[config.mk]
export PLATFORM = sky130hd
export DESIGN_NAME = escape_sequence_decoder_unit
export DESIGN_NICKNAME = d
export VERILOG_FILES = /design/src/hdl/esd_pkg.sv /design/src/hdl/escape_sequence_decoder_unit.sv /design/src/hdl/esd_front.sv /design/src/hdl/esd_queue.sv /design/src/hdl/esd_back.sv
export SDC_FILE = /design/constraint.sdc
export NUM_CORES = 1
export LEC_CHECK = 0
export BUFFER_PORTS_ARGS = -buffer_cell sky130_fd_sc_hd__clkbuf_2
export CAP_MARGIN = 20
export CORE_ASPECT_RATIO = 0.9
export CORE_MARGIN = 2
export CORE_UTILIZATION = 60
export DETAILED_ROUTE_END_ITERATION = 10
export PLACE_DENSITY = 0.78
export SYNTH_ARGS = -nofsm -noshare
export SYNTH_HDL_FRONTEND = slang
export SYNTH_SLANG_ARGS = --single-unit
[constraint.sdc]
create_clock -name clk -period 3.3 [get_ports clk]
set_input_delay 0.165 -clock clk [delete_from_list [all_inputs] [get_ports clk]]
set_output_delay 0.165 -clock clk [all_outputs]
set_load 0.03 [all_outputs]
[src/hdl/esd_pkg.sv]
package esd_pkg;

	localparam int unsigned QUEUE_DEPTH_DEFAULT = 4;

	localparam logic [7:0] CHAR_BACKSLASH = 8'h5C;
	localparam logic [7:0] CHAR_ZERO      = 8'h30;
	localparam logic [7:0] CHAR_SEVEN     = 8'h37;

	localparam logic KIND_TEXT = 1'b0;
	localparam logic KIND_END  = 1'b1;

	typedef struct packed {
		logic       kind;
		logic [7:0] char_in;
	} req_t;

	typedef struct packed {
		logic [7:0] char_out;
		logic       is_end;
		logic       last;
	} rsp_t;

	// One classified input: one or two results to emit, in order.
	typedef struct packed {
		logic       two;
		logic [7:0] char0;
		logic       end0;
		logic [7:0] char1;
		logic       end1;
	} cmd_t;

	typedef enum logic [2:0] {
		MODE_NORMAL = 3'b001,
		MODE_ESCAPE = 3'b010,
		MODE_OCTAL  = 3'b100
	} mode_t;

endpackage

[src/hdl/escape_sequence_decoder_unit.sv]
// Decoder for C-style escape sequences, one text byte per transaction.
// The req channel carries kind (text byte or end of string) and char_in;
// the rsp channel carries char_out, is_end and last. Both use valid/stall:
// a transaction completes on a clock edge with valid high and stall low.
// The front classifies each byte against the escape/octal state and pushes
// the results it causes (none, one or two) into a small queue; the back
// drains the queue into a registered output, one result per cycle while
// the receiver does not stall. Throughput: one input per cycle while the
// queue is not full; results leave at one per cycle, set by the single
// output register. A second result (octal flush followed by a byte or end
// marker) only follows a silent octal run, so output keeps up. Results
// pass through the queue, then the output register, in order.
// req_stall rises only when the queue is full (QUEUE_DEPTH entries). When
// the receiver stalls, the output holds and the queue absorbs new results.
// Reset clears the queue and output valid and returns to normal text.
module escape_sequence_decoder_unit #(
	parameter int unsigned QUEUE_DEPTH = esd_pkg::QUEUE_DEPTH_DEFAULT
) (
	input  logic          clk,
	input  logic          arst_n,
	input  logic          req_valid,
	output logic          req_stall,
	input  esd_pkg::req_t req,
	output logic          rsp_valid,
	input  logic          rsp_stall,
	output esd_pkg::rsp_t rsp
);
	import esd_pkg::*;

	logic queue_full;
	logic push;
	cmd_t push_cmd;
	logic pop;
	logic head_valid;
	cmd_t head;

	esd_front u_front (
		.clk        (clk),
		.arst_n     (arst_n),
		.req_valid  (req_valid),
		.req_stall  (req_stall),
		.req        (req),
		.queue_full (queue_full),
		.push       (push),
		.push_cmd   (push_cmd)
	);

	esd_queue #(
		.DEPTH (QUEUE_DEPTH)
	) u_queue (
		.clk        (clk),
		.arst_n     (arst_n),
		.push       (push),
		.push_cmd   (push_cmd),
		.full       (queue_full),
		.pop        (pop),
		.head_valid (head_valid),
		.head       (head)
	);

	esd_back u_back (
		.clk        (clk),
		.arst_n     (arst_n),
		.head_valid (head_valid),
		.head       (head),
		.pop        (pop),
		.rsp_valid  (rsp_valid),
		.rsp_stall  (rsp_stall),
		.rsp        (rsp)
	);

endmodule

[src/hdl/esd_front.sv]
module esd_front (
	input  logic          clk,
	input  logic          arst_n,
	input  logic          req_valid,
	output logic          req_stall,
	input  esd_pkg::req_t req,
	input  logic          queue_full,
	output logic          push,
	output esd_pkg::cmd_t push_cmd
);
	import esd_pkg::*;

	mode_t      mode_q, mode_d;
	logic [7:0] octal_q, octal_d;
	logic       accept;
	logic       emit;
	logic [7:0] c;

	function automatic logic [7:0] escape_map(input logic [7:0] ch);
		logic [7:0] r;
		begin
			case (ch)
				8'h61:   r = 8'd7;
				8'h62:   r = 8'd8;
				8'h66:   r = 8'd12;
				8'h6E:   r = 8'd10;
				8'h72:   r = 8'd13;
				8'h74:   r = 8'd9;
				8'h76:   r = 8'd11;
				default: r = ch;
			endcase
			return r;
		end
	endfunction

	assign req_stall = queue_full;
	assign accept    = req_valid && !queue_full;
	assign c         = req.char_in;
	assign push      = accept && emit;

	always_comb begin
		mode_d   = mode_q;
		octal_d  = octal_q;
		emit     = 1'b0;
		push_cmd = '0;
		if (req.kind == KIND_END) begin
			emit = 1'b1;
			if (mode_q == MODE_OCTAL) begin
				push_cmd.two   = 1'b1;
				push_cmd.char0 = octal_q;
				push_cmd.end1  = 1'b1;
			end else begin
				push_cmd.end0 = 1'b1;
			end
			mode_d  = MODE_NORMAL;
			octal_d = '0;
		end else begin
			unique case (mode_q)
				MODE_ESCAPE: begin
					if (c == CHAR_ZERO) begin
						mode_d  = MODE_OCTAL;
						octal_d = '0;
					end else begin
						emit           = 1'b1;
						push_cmd.char0 = escape_map(c);
						mode_d         = MODE_NORMAL;
					end
				end
				MODE_OCTAL: begin
					if (c >= CHAR_ZERO && c <= CHAR_SEVEN) begin
						octal_d = {octal_q[4:0], 3'b000} + {5'b00000, c[2:0]};
					end else begin
						// flush the run, then treat the byte as plain text or, if a backslash, as the start of an escape
						emit           = 1'b1;
						push_cmd.char0 = octal_q;
						octal_d        = '0;
						if (c == CHAR_BACKSLASH) begin
							mode_d = MODE_ESCAPE;
						end else begin
							push_cmd.two   = 1'b1;
							push_cmd.char1 = c;
							mode_d         = MODE_NORMAL;
						end
					end
				end
				default: begin
					if (c == CHAR_BACKSLASH) begin
						mode_d = MODE_ESCAPE;
					end else begin
						emit           = 1'b1;
						push_cmd.char0 = c;
						mode_d         = MODE_NORMAL;
					end
				end
			endcase
		end
	end

	always_ff @(posedge clk or negedge arst_n) begin
		if (!arst_n) begin
			mode_q  <= MODE_NORMAL;
			octal_q <= '0;
		end else if (accept) begin
			mode_q  <= mode_d;
			octal_q <= octal_d;
		end
	end

endmodule

[src/hdl/esd_queue.sv]
module esd_queue #(
	parameter int unsigned DEPTH = esd_pkg::QUEUE_DEPTH_DEFAULT
) (
	input  logic          clk,
	input  logic          arst_n,
	input  logic          push,
	input  esd_pkg::cmd_t push_cmd,
	output logic          full,
	input  logic          pop,
	output logic          head_valid,
	output esd_pkg::cmd_t head
);
	import esd_pkg::*;

	localparam int unsigned PtrW = (DEPTH > 1) ? $clog2(DEPTH) : 1;
	localparam int unsigned CntW = $clog2(DEPTH + 1);
	localparam logic [PtrW-1:0] PtrLast = PtrW'(DEPTH - 1);
	localparam logic [CntW-1:0] CntFull = CntW'(DEPTH);

	cmd_t            mem [DEPTH];
	logic [PtrW-1:0] wr_ptr_q, rd_ptr_q;
	logic [CntW-1:0] count_q;
	logic            do_pop;

	assign full       = (count_q == CntFull);
	assign head_valid = (count_q != '0);
	assign head       = mem[rd_ptr_q];
	assign do_pop     = pop && head_valid;

	always_ff @(posedge clk) begin
		if (push) begin
			mem[wr_ptr_q] <= push_cmd;
		end
	end

	always_ff @(posedge clk or negedge arst_n) begin
		if (!arst_n) begin
			wr_ptr_q <= '0;
			rd_ptr_q <= '0;
			count_q  <= '0;
		end else begin
			if (push) begin
				wr_ptr_q <= (wr_ptr_q == PtrLast) ? '0 : wr_ptr_q + 1'b1;
			end
			if (do_pop) begin
				rd_ptr_q <= (rd_ptr_q == PtrLast) ? '0 : rd_ptr_q + 1'b1;
			end
			if (push && !do_pop) begin
				count_q <= count_q + 1'b1;
			end else if (!push && do_pop) begin
				count_q <= count_q - 1'b1;
			end
		end
	end

endmodule

[src/hdl/esd_back.sv]
module esd_back (
	input  logic          clk,
	input  logic          arst_n,
	input  logic          head_valid,
	input  esd_pkg::cmd_t head,
	output logic          pop,
	output logic          rsp_valid,
	input  logic          rsp_stall,
	output esd_pkg::rsp_t rsp
);
	import esd_pkg::*;

	logic second_q;
	logic rsp_valid_q;
	rsp_t rsp_q;
	logic load;

	// output register is free when empty or being taken this cycle
	assign load      = head_valid && (!rsp_valid_q || !rsp_stall);
	assign pop       = load && (second_q || !head.two);
	assign rsp_valid = rsp_valid_q;
	assign rsp       = rsp_q;

	always_ff @(posedge clk) begin
		if (load) begin
			if (second_q) begin
				rsp_q.char_out <= head.char1;
				rsp_q.is_end   <= head.end1;
				rsp_q.last     <= 1'b1;
			end else begin
				rsp_q.char_out <= head.char0;
				rsp_q.is_end   <= head.end0;
				rsp_q.last     <= !head.two;
			end
		end
	end

	always_ff @(posedge clk or negedge arst_n) begin
		if (!arst_n) begin
			rsp_valid_q <= 1'b0;
			second_q    <= 1'b0;
		end else begin
			if (load) begin
				rsp_valid_q <= 1'b1;
				second_q    <= !second_q && head.two;
			end else if (!rsp_stall) begin
				rsp_valid_q <= 1'b0;
			end
		end
	end

endmodule
# Yosys cells after proc, flatten, opt, wreduce, memory -nomap -nowiden

Memory sizes are Yosys's and may differ from the RTL's.
Index checks and enable logic that the tools add are counted.

Mux-type cells: 38
Reduce and logical (&&, ||, !) cells: 23
Order comparisons: 2
Equality and inequality tests: 17
Add/subtract/negate cells: 5

Operators by type and width:

| cell                                                                             | number |
|---|---|
| 8-bit by 7-bit == test with 1-bit output, second input constant                  | 8 |
| 8-bit two-way mux                                                                | 8 |
| 8-bit case mux with 7 select lines                                               | 1 |
| 8-bit case mux with 2 select lines                                               | 2 |
| 9-bit two-way mux                                                                | 3 |
| 3-bit two-way mux                                                                | 5 |
| 1-bit two-way mux                                                                | 13 |
| 10-bit two-way mux                                                               | 1 |
| 1-bit logical AND                                                                | 9 |
| 8-bit by 3-bit adder with 8-bit output                                           | 1 |
| 8-bit by 6-bit == test with 1-bit output, second input constant                  | 1 |
| 8-bit by 6-bit >= comparator with 1-bit output, second input constant            | 1 |
| 8-bit by 6-bit less-or-equal comparator with 1-bit output, second input constant | 1 |
| 1-bit zero test                                                                  | 7 |
| 3-bit == test, second input constant                                             | 2 |
| 2-bit two-way mux                                                                | 3 |
| 3-bit case mux with 2 select lines                                               | 1 |
| 3-bit nonzero test                                                               | 2 |
| 2-bit by 1-bit adder with 2-bit output, second input constant                    | 2 |
| 2-bit == test, second input constant                                             | 2 |
| 3-bit by 1-bit adder with 3-bit output, second input constant                    | 1 |
| 3-bit by 2-bit == test with 1-bit output, second input constant                  | 1 |
| 3-bit by 2-bit != test with 1-bit output, second input constant                  | 1 |
| 3-bit != test, second input constant                                             | 1 |
| 7 further kinds                                                                  | 8 |

Memories kept: 1
RAM bits: 76
Input bits: 13
Bits in registers: 30
Logic and storage cells: 96
Output and inout port bits: 12

Memory list:

| memory      | depth | width | read ports | clocked after memory_dff | write ports | RTL line        | text |
|---|---|---|---|---|---|---|---|
| u_queue.mem | 4     | 19    | 1          | 0                        | 1           | esd_queue.sv:20 | `cmd_t mem [DEPTH];` |

# Logic depth before layout (Yosys ltp)

Gate-level depths: netlist (run 1).

Depth after elaboration: 10
Depth in mapped cells: 11

# Modules after synthesis

A second synthesis (run 1) with hierarchy kept.

Cells, all modules: 297
Area, all modules: 4755.8 um2

Modules (own cells, without submodules):

| module    | area each (um2) | seq. area each (um2) | times used | cells each |
|---|---|---|---|---|
| esd_queue | 3174.3          | 2457.4               | 1          | 136 |
| esd_front | 1039.7          | 276.5                | 1          | 133 |
| esd_back  | 541.8           | 350.3                | 1          | 28 |

# Worst setup path before layout (run 1)

OpenSTA, ideal clock, no wires.

Path type: reg2reg
Start: register u_queue.count_q[0]
End: register u_queue.count_q[1]
Path slack: 628 ps
Data arrival time: 2547 ps
Period minus slack after synthesis: 2672 ps
Data required time: 3175 ps
Setup time: 125 ps
Cell stages (with the launch flop): 8
Buffers on the path: 0
Cell sequence: dfrtp_1 -> nor3b_1 -> nand2b_1 -> nor3_2 -> ha_1 -> inv_1 -> fa_1 -> mux2_2

Cells in the longest elaborated chain, start to end: 7

RTL lines:

| item                         | RTL line                           | text |
|---|---|---|
| from (decl)                  | esd_queue.sv:22                    | `logic [CntW-1:0] count_q;` |
| from (signal assigned)       | esd_queue.sv:49                    | `count_q <= count_q + 1'b1;` |
| from (signal assigned)       | esd_queue.sv:51                    | `count_q <= count_q - 1'b1;` |
| 3-bit == test *              | esd_queue.sv:25                    | `assign full = (count_q == CntFull);` |
| named net req_stall          | escape_sequence_decoder_unit.sv:22 | `output logic req_stall,` |
| 1-bit zero test *            | esd_front.sv:37                    | `assign accept = req_valid && !queue_full;` |
| 1-bit logical AND *          | esd_front.sv:37                    |  |
| 1-bit logical AND *          | esd_front.sv:39                    | `assign push = accept && emit;` |
| named net push               | escape_sequence_decoder_unit.sv:31 | `logic push;` |
| 1-bit zero test              | esd_queue.sv:50                    | `end else if (!push && do_pop) begin` |
| 1-bit logical AND            | esd_queue.sv:50                    |  |
| 2-bit nonzero test (no line) | -                                  |  |

Mark *: on every way through the listed nets, which the timed path passes. The rest lies on a longest branch. The select of a mux whose other input is x is not followed.
A chain may end at the register's enable or synchronous reset.

# Final worst setup path (run 1)

Start: register u_front.mode_q[2]
End: register u_queue.count_q[2]

Cells in the longest elaborated chain, start to end: 7

RTL lines:

| item                                                                      | RTL line                           | text |
|---|---|---|
| from (decl)                                                               | esd_front.sv:13                    | `mode_t mode_q, mode_d;` |
| from (signal assigned)                                                    | esd_front.sv:104                   | `mode_q <= mode_d;` |
| 3-bit == test or 3-bit by 2-bit == test with 1-bit output (tied branches) | esd_front.sv:58                    | `unique case (mode_q)` |
| 1-bit case mux with 2 select lines *                                      | esd_front.sv:58                    |  |
| 1-bit two-way mux *                                                       | esd_front.sv:46                    | `if (req.kind == KIND_END) begin` |
| 1-bit logical AND *                                                       | esd_front.sv:39                    |  |
| named net push                                                            | escape_sequence_decoder_unit.sv:31 |  |
| 1-bit zero test                                                           | esd_queue.sv:50                    |  |
| 1-bit logical AND                                                         | esd_queue.sv:50                    |  |
| 2-bit nonzero test (no line)                                              | -                                  |  |

Mark *: on every way through the listed nets, which the timed path passes. The rest lies on a longest branch.

==> results of run 1 <==
## final cells by class
| cell class | count | area share, % |
|---|---|---|
| tap | 96 | 2.362 |
| timing repair buffer | 32 | 3.592 |
| clock inverter | 6 | 1.107 |
| clock buffer | 10 | 2.509 |
| inverter | 6 | 0.4428 |
| multi-input combinational | 176 | 29.35 |
| sequential | 106 | 60.64 |
## per-layer routing
| layer | vias to the layer above | global-route usage, % | wire length [um] |
|---|---|---|---|
| met5 | - | 0 | 0 |
| met4 | 0 | 5.506 | 65 |
| met3 | 4 | 5.108 | 522 |
| met2 | 88 | 34.03 | 4028 |
| met1 | 1268 | 30.75 | 3730 |
| li1 | 1215 | - | - |
## flip-flops by register name, summed over array words and instances (netlist names)
| name | cells |
|---|---|
| u_back.rsp | 10 |
| u_queue.count_q | 3 |
| u_back.second_q | 1 |
| u_back.rsp_valid | 1 |
| u_queue.wr_ptr_q | 2 |
| u_queue.rd_ptr_q | 2 |
| u_queue.mem | 76 |
| u_front.mode_q | 3 |
| u_front.octal_q | 8 |
## worst max path at each step
stage | from | end | cells past startpoint
finish | u_front.mode_q[2]$_DFFE_PN0P_ | u_queue.count_q[2]$_DFFE_PN0P_ | 10
floorplan | u_queue.count_q[0]$_DFFE_PN0P_ | u_queue.count_q[1]$_DFFE_PN0P_ | 7
global route | u_front.mode_q[1]$_DFFE_PN0P_ | u_queue.count_q[2]$_DFFE_PN0P_ | 10
detailed placement | u_front.mode_q[1]$_DFFE_PN0P_ | u_queue.count_q[2]$_DFFE_PN0P_ | 10
global placement | u_front.mode_q[1]$_DFFE_PN0P_ | u_queue.count_q[2]$_DFFE_PN0P_ | 10
CTS | u_front.mode_q[1]$_DFFE_PN0P_ | u_queue.count_q[2]$_DFFE_PN0P_ | 10
## critical path, stage by stage (launching register included)
cell,delay [ns]
dfrtp_1,0.44
xor2_1,0.25
a21oi_1,0.22
nor2b_1,0.20
nor3_2,0.46
ha_1,0.27
inv_1,0.06
fa_1,0.37
xor2_1,0.15
nor2_1,0.11
xor2_1,0.17
## power by group
group | total, mW | internal (mW) | switching, mW
Combinational | 1.22 | 0.564 | 0.654
Clock | 0.732 | 0.291 | 0.441
Sequential | 1.96 | 1.82 | 0.143
Total | 3.91 | 2.67 | 1.24
## cells by family (layout without fill, tap and decap cells)
family | Yosys count | count (layout) | synth area share (%)
flip-flops | 106 | 106 | 66.09
AND/OR/NAND/NOR | 93 | 93 | 10.86
AO/OA/AOI/OAI | 36 | 36 | 4.987
multiplexers | 35 | 35 | 13.16
buffers and inverters | 20 | 54 | 1.930
adder cells (fa/ha/maj) | 7 | 7 | 2.038
XOR/XNOR | 5 | 5 | 0.9383
## what timing repair did
item,CTS,global route
hold endpoints to repair,19,0
endpoints found under the setup margin,0,0
hold buffers,1,0
## cell usage after synthesis (3+ instances only)
cell type   n
a211oi_1    3
a21oi_1     4
and2_1     11
and3_1      4
buf_1       3
buf_2       3
clkbuf_1    6
dfrtp_1    19
edfxtp_1   86
ha_1        6
inv_1       6
mux2_2     13
mux4_2     19
nand2_1    34
nand2b_1    5
nor2_1     10
nor3_1      8
o21ai_0     9
o21ai_1     6
xor2_1      4
## metrics by stage
stage / std cells / area (um^2) / utilization (%)
after global placement: 415 / 4892 / 64.84
after global routing: 432 / 5086 / 67.41
final: 432 / 5086 / 67.41
after floorplan: 302 / 4667 / -
after CTS: 432 / 5086 / 67.41
after detailed placement: 415 / 4892 / 64.84
==> flow_summary.ini, run 1 <==
[floorplanning]
dieArea_um2 = 8501
dieHeight_um = 87.67
core-area_um2 = 7545
ios = 25
die_w_um = 96.97
start_util_pct = 61.86
rows = 30

[synthesis]
yosys_warnings = 0
synth_top_area_share_pct = 55.34
syn-num-nets = 322
syn_inst = 302
ys.flop_type = edfxtp_1
yosysSeqAreaShare_pct = 66.09
synthTopCellsByArea = edfxtp_1 (55%), dfrtp_1 (10%), mux4_2 (9.2%)
synth_top_area_cell = edfxtp_1
synth-edff-count = 86
ys_seq_elements = 106
avgSynthCellArea_um2 = 15.45
netlist_area_um2 = 4667
synthArstFlopShare_pct = 18.87
ys_types = 53

[pwr]
vdd_ir_drop_max_mv = 0.3589
powerDensity_nw_per_um2 = 769.3
power.total_mw = 3.913
p_leak_nw = 1.838

[setup_path]
required_ns = 3.58
rr_worst_depth = 10
criticalPathCategory = flip-flop to flip-flop
end_kind = flip-flop
startpoint_type = flip-flop
critPathMaxFanout = 7
worst_ep_arrival_time_ns = 3.03
rrSetupSlack_ns = 0.55
reg2reg_to = u_queue.count_q[2]$_DFFE_PN0P_
worstReg2RegStart = u_front.mode_q[2]$_DFFE_PN0P_

[finish]
nNetsFinal = 351
fillers = 529
final_cell_mix = edfxtp_1 (86), nand2_1 (34), clkbuf_2 (24)
area_delta_synth_final_pct = 8.981
regArea_um2 = 3084
diodes = 0
mostFrequentLayoutCell = edfxtp_1
drive_gt1_share_pct = 26.19
multi_input_area_um2 = 1493

[clock_network]
clkTransAtPathRegs_ns = 0.09
clock_sinks = 106
cts_resized = 0
cts_buffers = 9
cts_tree = yes
cts_setup_buffers = 0
clock_path_buffers = 2
clkLatencyLatePin_ns = 0.37
root_buffer = clkbuf_8
cts.htree.levels = 3

[sta]
slew_viol_final = 0
fin_skew_ns = 0.01404
worst_pin_slew_ns = 1.182
whs_ns = 0.02879
setup-violations-final = 0
slew_headroom_pct = 20.46
max_freq_ghz = 0.3633
period_share_pct = 83.42
rsz0062_at_grt = no
tns_ns = 0
hold_violations = 0
period_needed_ns = 2.753
layout_setup_ws_ns = 0.5473

[route]
postRouteAntennaNets = 0
vias = 2575
route.detailed.drc = 0
wl_per_cell_um = 19.32
drt_first_iter_violations = 208
firstDrtPassIters = 6
wirelength_um = 8346
avgViaCountPerCell = 5.961

[global_route]
grt_max_degree = 22
grt_pass1_wl_um = 13700
grt_usage_pct = 21.41
antenna_found_initial = 0
grt_pass1_vias = 2544
overflow = 0

[worst_hold_path]
holdPathStages = 3
hold_path_startpoint = rsp_stall
hold_end = u_back.rsp_valid$_DFFE_PN0P_
worstHoldPathType = input port to flip-flop

[placed_design]
io_buffers = 24
dp_hpwl_um = 5539
gp_congestion = 0.9719
dpl_worst_slack_ns = 0.6089

[flow_run]
max_cap_viol_count = 0

[run_status]
status = finished, final reports clean
Note: power is estimated with default switching activity, not from simulation.
==> run 2: changes to the inputs <==
--- a/config.mk
+++ b/config.mk
@@ -9,9 +9,9 @@
 export CAP_MARGIN = 20
 export CORE_ASPECT_RATIO = 0.9
 export CORE_MARGIN = 2
-export CORE_UTILIZATION = 60
+export CORE_UTILIZATION = 55
 export DETAILED_ROUTE_END_ITERATION = 10
-export PLACE_DENSITY = 0.78
+export PLACE_DENSITY = 0.76
 export SYNTH_ARGS = -nofsm -noshare
 export SYNTH_HDL_FRONTEND = slang
 export SYNTH_SLANG_ARGS = --single-unit
==> constraint.sdc (replaced) <==
create_clock -name clk -period 2.4 [get_ports clk]
set_input_delay 0.12 -clock clk [delete_from_list [all_inputs] [get_ports clk]]
set_output_delay 0.12 -clock clk [all_outputs]
set_load 0.03 [all_outputs]
==> run 2 against run 1 <==
Effect of this change: power grew 45%; worst setup slack worse by 0.38 ns; combinational power is 49% higher; non-clock buffer count rose by 19; design area is 4.2% higher; clock skew is 0.0018 ns lower; flip-flop and latch count did not move; highest routed layer unchanged.
==> flow_summary.ini, run 2 (synthesis results as in run 1) <==
[floorplanning]
die_w_um = 101.1
dieArea_um2 = 9240
dieHeight_um = 91.39
start_util_pct = 57.30
ios = 25
core-area_um2 = 8145
rows = 31

[sta]
max_freq_ghz = 0.4484
rsz0062_at_grt = no
whs_ns = 0.05460
setup-violations-final = 0
slew_viol_final = 0
tns_ns = 0
worst_pin_slew_ns = 0.7133
hold_violations = 0
period_needed_ns = 2.230
fin_skew_ns = 0.01229
period_share_pct = 92.92
slew_headroom_pct = 52.44

[placed_design]
placed_cell_area_um2 = 5040
dp_hpwl_um = 5752
gp_congestion = 0.9400
dp_cells = 436
io_buffers = 24

[global_route]
grt_usage_pct = 21.25
overflow = 0
antenna_found_initial = 0
grt_pass1_wl_um = 14430
grt_pass1_vias = 2693
grt_max_degree = 22

[route]
avgViaCountPerCell = 5.941
vias = 2697
firstDrtPassIters = 5
wirelength_um = 9064
wl_per_cell_um = 19.96
postRouteAntennaNets = 0
drt_first_iter_violations = 177
route.detailed.drc = 0

[setup_path]
critPathBufInv = 1
worst_ep_arrival_time_ns = 2.48
startpoint_type = flip-flop
required_ns = 2.65
critPathMaxFanout = 4
cp_slowest_cell = mux4_2
slowest_delay_ns = 0.53
criticalPathCategory = flip-flop to flip-flop
path_cells = mux4_2 -> nand2b_1 -> nand2_1 -> ha_1 -> inv_1 -> fa_1 -> mux2_2
end_kind = flip-flop
crit_family = multiplexers

[run_status]
status = finished, final reports clean

[pwr]
powerDensity_nw_per_um2 = 1074
p_leak_nw = 1.949
vdd_ir_drop_max_mv = 0.5616

[clock_network]
clkLatencyLatePin_ns = 0.36
clock_sinks = 106
clkTransAtPathRegs_ns = 0.10
clock_path_buffers = 2
cts_tree = yes
cts_buffers = 9
cts.htree.levels = 3
root_buffer = clkbuf_8

[flow_run]
max_cap_viol_count = 0

[worst_hold_path]
worstHoldPathType = input port to flip-flop

[finish]
fillers = 586
area_delta_synth_final_pct = 13.51
max_flop_register = u_queue.mem
multi_input_area_um2 = 1511
drive_gt1_share_pct = 31.27
mostFrequentLayoutCell = edfxtp_1
final_cell_mix = edfxtp_1 (86), nand2_1 (34), buf_4 (25)
regArea_um2 = 3085
post-route-cell-area_um2 = 5298
nNetsFinal = 370
fin_cells = 454
largest_reg_flops = 76
diodes = 0
==> run 2: changes by cell type in the layout (fill, tap and decap cells not counted), sizes merged <==
cell	previous run	this run
inv	9	8
dlygate4sd3	1	2
clkinv	2	1
buf	7	25
bufinv	0	2
==> run 2: routing by layer <==
metal	global-route usage (%)	up-vias	part of all wire, %
met1	28.48	1357	44
li1	-	1249	-
met3	3.926	7	3.8
met2	35.32	84	51
met4	6.644	0	1.2
met5	0	-	0
==> run 2: worst min-delay path: stages <==
cell      delay, ns
clkbuf_2       0.13
nand2_1        0.07
o21ai_1        0.06
==> run 2: final timing paths <==
check / slack, ns / to / from / cells past startpoint
min in group asynchronous: 0.28 / u_front.octal_q[7]$_DFFE_PN0P_ / arst_n / 2
hold / removal: 0.05 / u_front.octal_q[2]$_DFFE_PN0P_ / req[2] / 3
setup reg to reg: 0.17 / u_queue.count_q[1]$_DFFE_PN0P_ / u_queue.rd_ptr_q[0]$_DFFE_PN0P_ / 7
max in group asynchronous: 1.72 / u_front.mode_q[2]$_DFFE_PN0P_ / arst_n / 2
hold reg to reg: 0.50 / u_queue.count_q[2]$_DFFE_PN0P_ / u_queue.count_q[2]$_DFFE_PN0P_ / 1
setup / recovery: 0.17 / u_queue.count_q[1]$_DFFE_PN0P_ / u_queue.rd_ptr_q[0]$_DFFE_PN0P_ / 7
==> run 2: what timing repair did <==
item | CTS | global route
hold endpoints to repair | 20 | 0
setup buffers | 0 | 0
endpoints found under the setup margin | 0 | 1
resized for setup | 0 | 3
hold buffers | 2 | 0
==> run 2: stage by stage <==
| stage | util (%) | setup slack (ns) | power [mW] |
|---|---|---|---|
| after detailed placement | 61.87 | 0.03356 | 4.540 |
| final | 65.04 | 0.1700 | 5.688 |
| after floorplan | - | 0.007409 | 4.009 |
| after global routing | 65.04 | 0.0009577 | 5.976 |
| after global placement | 61.87 | 0.06175 | 4.476 |
| after CTS | 64.90 | 0.1421 | 5.744 |
==> run 2: where the power goes <==
| group | internal (mW) | switching, mW |
|---|---|---|
| registers | 2.50 | 0.152 |
| clock network | 0.605 | 0.610 |
| logic | 0.816 | 1.00 |
| total | 3.92 | 1.77 |
==> run 2: final cells by class <==
| type | instances | area share (%) |
|---|---|---|
| Tap cell | 99 | 2.338 |
| Multi-Input combinational cell | 176 | 28.53 |
| Clock buffer | 10 | 2.409 |
| Timing Repair Buffer | 51 | 6.188 |
| Inverter | 6 | 0.4251 |
| Clock inverter | 6 | 1.866 |
| Sequential cell | 106 | 58.24 |
==> run 3: changes to the inputs <==
--- a/config.mk
+++ b/config.mk
@@ -9,9 +9,9 @@
 export CAP_MARGIN = 20
 export CORE_ASPECT_RATIO = 0.9
 export CORE_MARGIN = 2
-export CORE_UTILIZATION = 55
+export CORE_UTILIZATION = 65
 export DETAILED_ROUTE_END_ITERATION = 10
-export PLACE_DENSITY = 0.76
+export PLACE_DENSITY = 0.84
 export SYNTH_ARGS = -nofsm -noshare
 export SYNTH_HDL_FRONTEND = slang
 export SYNTH_SLANG_ARGS = --single-unit
==> constraint.sdc (replaced) <==
create_clock -name clk -period 2.89 [get_ports clk]
set_input_delay 0.1445 -clock clk [delete_from_list [all_inputs] [get_ports clk]]
set_output_delay 0.1445 -clock clk [all_outputs]
set_load 0.03 [all_outputs]
==> run 3 against run 2 <==
Effect of this change: clock-buffer cell count fell by 1; die area decreased by 15%; via count fell by 0.93%; combinational power decreased by 21%; routed wire length shrank 3.2%; clock power shrank 18%; critical endpoint unchanged; largest power group unchanged.
==> flow_summary.ini, run 3 (synthesis results as in run 1) <==
[global_route]
overflow = 0
grt_usage_pct = 24.05
grt_max_degree = 22
grt_pass1_vias = 2712
grt_pass1_wl_um = 14010
antenna_found_initial = 0

[sta]
setup-violations-final = 0
max_freq_ghz = 0.3779
rsz0062_at_grt = no
whs_ns = 0.01643
slew_viol_final = 0
layout_setup_ws_ns = 0.2436
period_share_pct = 91.57
hold_violations = 0
worst_pin_slew_ns = 0.5889
slew_headroom_pct = 60.51
period_needed_ns = 2.646
tns_ns = 0
fin_skew_ns = 0.01478

[floorplanning]
start_util_pct = 66.64
dieArea_um2 = 7875
dieHeight_um = 84.39
die_w_um = 93.32
ios = 25
rows = 29
core-area_um2 = 7003

[clock_network]
cts.htree.levels = 3
cts_setup_buffers = 0
clkLatencyLatePin_ns = 0.37
root_buffer = clkbuf_8
cts_buffers = 9
clkTransAtPathRegs_ns = 0.10
clock_sinks = 106
clock_path_buffers = 2
cts_tree = yes

[placed_design]
gp_congestion = 0.9698
io_buffers = 24
dp_hpwl_um = 5762
dpl_worst_slack_ns = 0.2071

[route]
wl_per_cell_um = 20.31
route.detailed.drc = 0
drt_first_iter_violations = 203
avgViaCountPerCell = 6.185
vias = 2672
wirelength_um = 8772
firstDrtPassIters = 4
postRouteAntennaNets = 0

[pwr]
vdd_ir_drop_max_mv = 0.6221
p_leak_nw = 1.873
powerDensity_nw_per_um2 = 909.1

[setup_path]
required_ns = 3.15
startpoint_type = flip-flop
criticalPathCategory = flip-flop to flip-flop
critPathMaxFanout = 9
end_kind = flip-flop
worst_ep_arrival_time_ns = 2.90

[finish]
final_cell_mix = edfxtp_1 (86), nand2_1 (34), clkbuf_2 (24)
mostFrequentLayoutCell = edfxtp_1
nNetsFinal = 354
max_flop_register = u_queue.mem
area_delta_synth_final_pct = 10.38
diodes = 0
drive_gt1_share_pct = 26.84
largest_reg_flops = 76

[worst_hold_path]
worstHoldPathType = input port to flip-flop

[flow_run]
max_cap_viol_count = 0

[run_status]
status = finished, final reports clean
[run 3: critical path: stages (launching register included)]
cell	delay, ns
dfstp_2	0.66
inv_1	0.12
a21oi_1	0.38
nor2b_1	0.28
nor3_4	0.10
ha_1	0.24
inv_1	0.08
fa_1	0.41
mux2_2	0.27
[run 3: area by class of cell]
type	instances	area [um^2]
Fill cell	404	1852
Tap cell	93	116.4
Sequential cell	106	3084
Clock buffer	9	123.9
Inverter	6	22.52
Clock inverter	7	100.1
Multi-Input combinational cell	176	1499
Timing Repair Buffer	35	205.2
[run 3: path summary, 6_finish.rpt]
check                                                from                        endpoint  slack [ns]  cells after the start
max                         u_front.mode_q[0]$_DFFE_PN1P_  u_queue.count_q[1]$_DFFE_PN0P_        0.24                      8
max in group asynchronous                          arst_n   u_front.mode_q[0]$_DFFE_PN1P_        2.26                      2
min reg2reg                u_queue.count_q[2]$_DFFE_PN0P_  u_queue.count_q[2]$_DFFE_PN0P_        0.51                      1
min in group asynchronous                          arst_n  u_front.octal_q[5]$_DFFE_PN0P_        0.27                      2
min                                             rsp_stall    u_back.rsp_valid$_DFFE_PN0P_        0.02                      3
max reg2reg                 u_front.mode_q[0]$_DFFE_PN1P_  u_queue.count_q[1]$_DFFE_PN0P_        0.24                      8
[run 3: report_power, final]
| group | total [mW] | internal [mW] | switching (mW) | leakage (nW) |
|---|---|---|---|---|
| clock network | 0.997 | 0.495 | 0.502 | 0.109 |
| logic | 1.44 | 0.651 | 0.786 | 0.702 |
| registers | 2.25 | 2.08 | 0.170 | 1.06 |
[run 3: routing by layer]
| metal | global-route usage [%] | vias up | wire, um |
|---|---|---|---|
| li1 | - | 1217 | - |
| met1 | 34.57 | 1342 | 3850 |
| met2 | 37.80 | 99 | 4354 |
| met3 | 4.309 | 14 | 447 |
| met4 | 8.690 | 0 | 121 |
| met5 | 0 | - | 0 |
[run 3: what timing repair did]
action | in CTS | in global routing
setup endpoints to repair | 0 | 1
hold endpoints to repair | 19 | 0
gates resized for setup | 0 | 1
hold buffers | 1 | 0
[run 3: metrics by stage]
stage,area [um^2],utilization (%),cells,total power [mW]
after detailed placement,4911,70.13,415,3.729
after global placement,4911,70.13,415,3.640
after floorplan,4667,-,302,3.323
after global routing,5151,73.56,432,4.898
final,5151,73.56,432,4.683
after CTS,5145,73.47,432,4.714
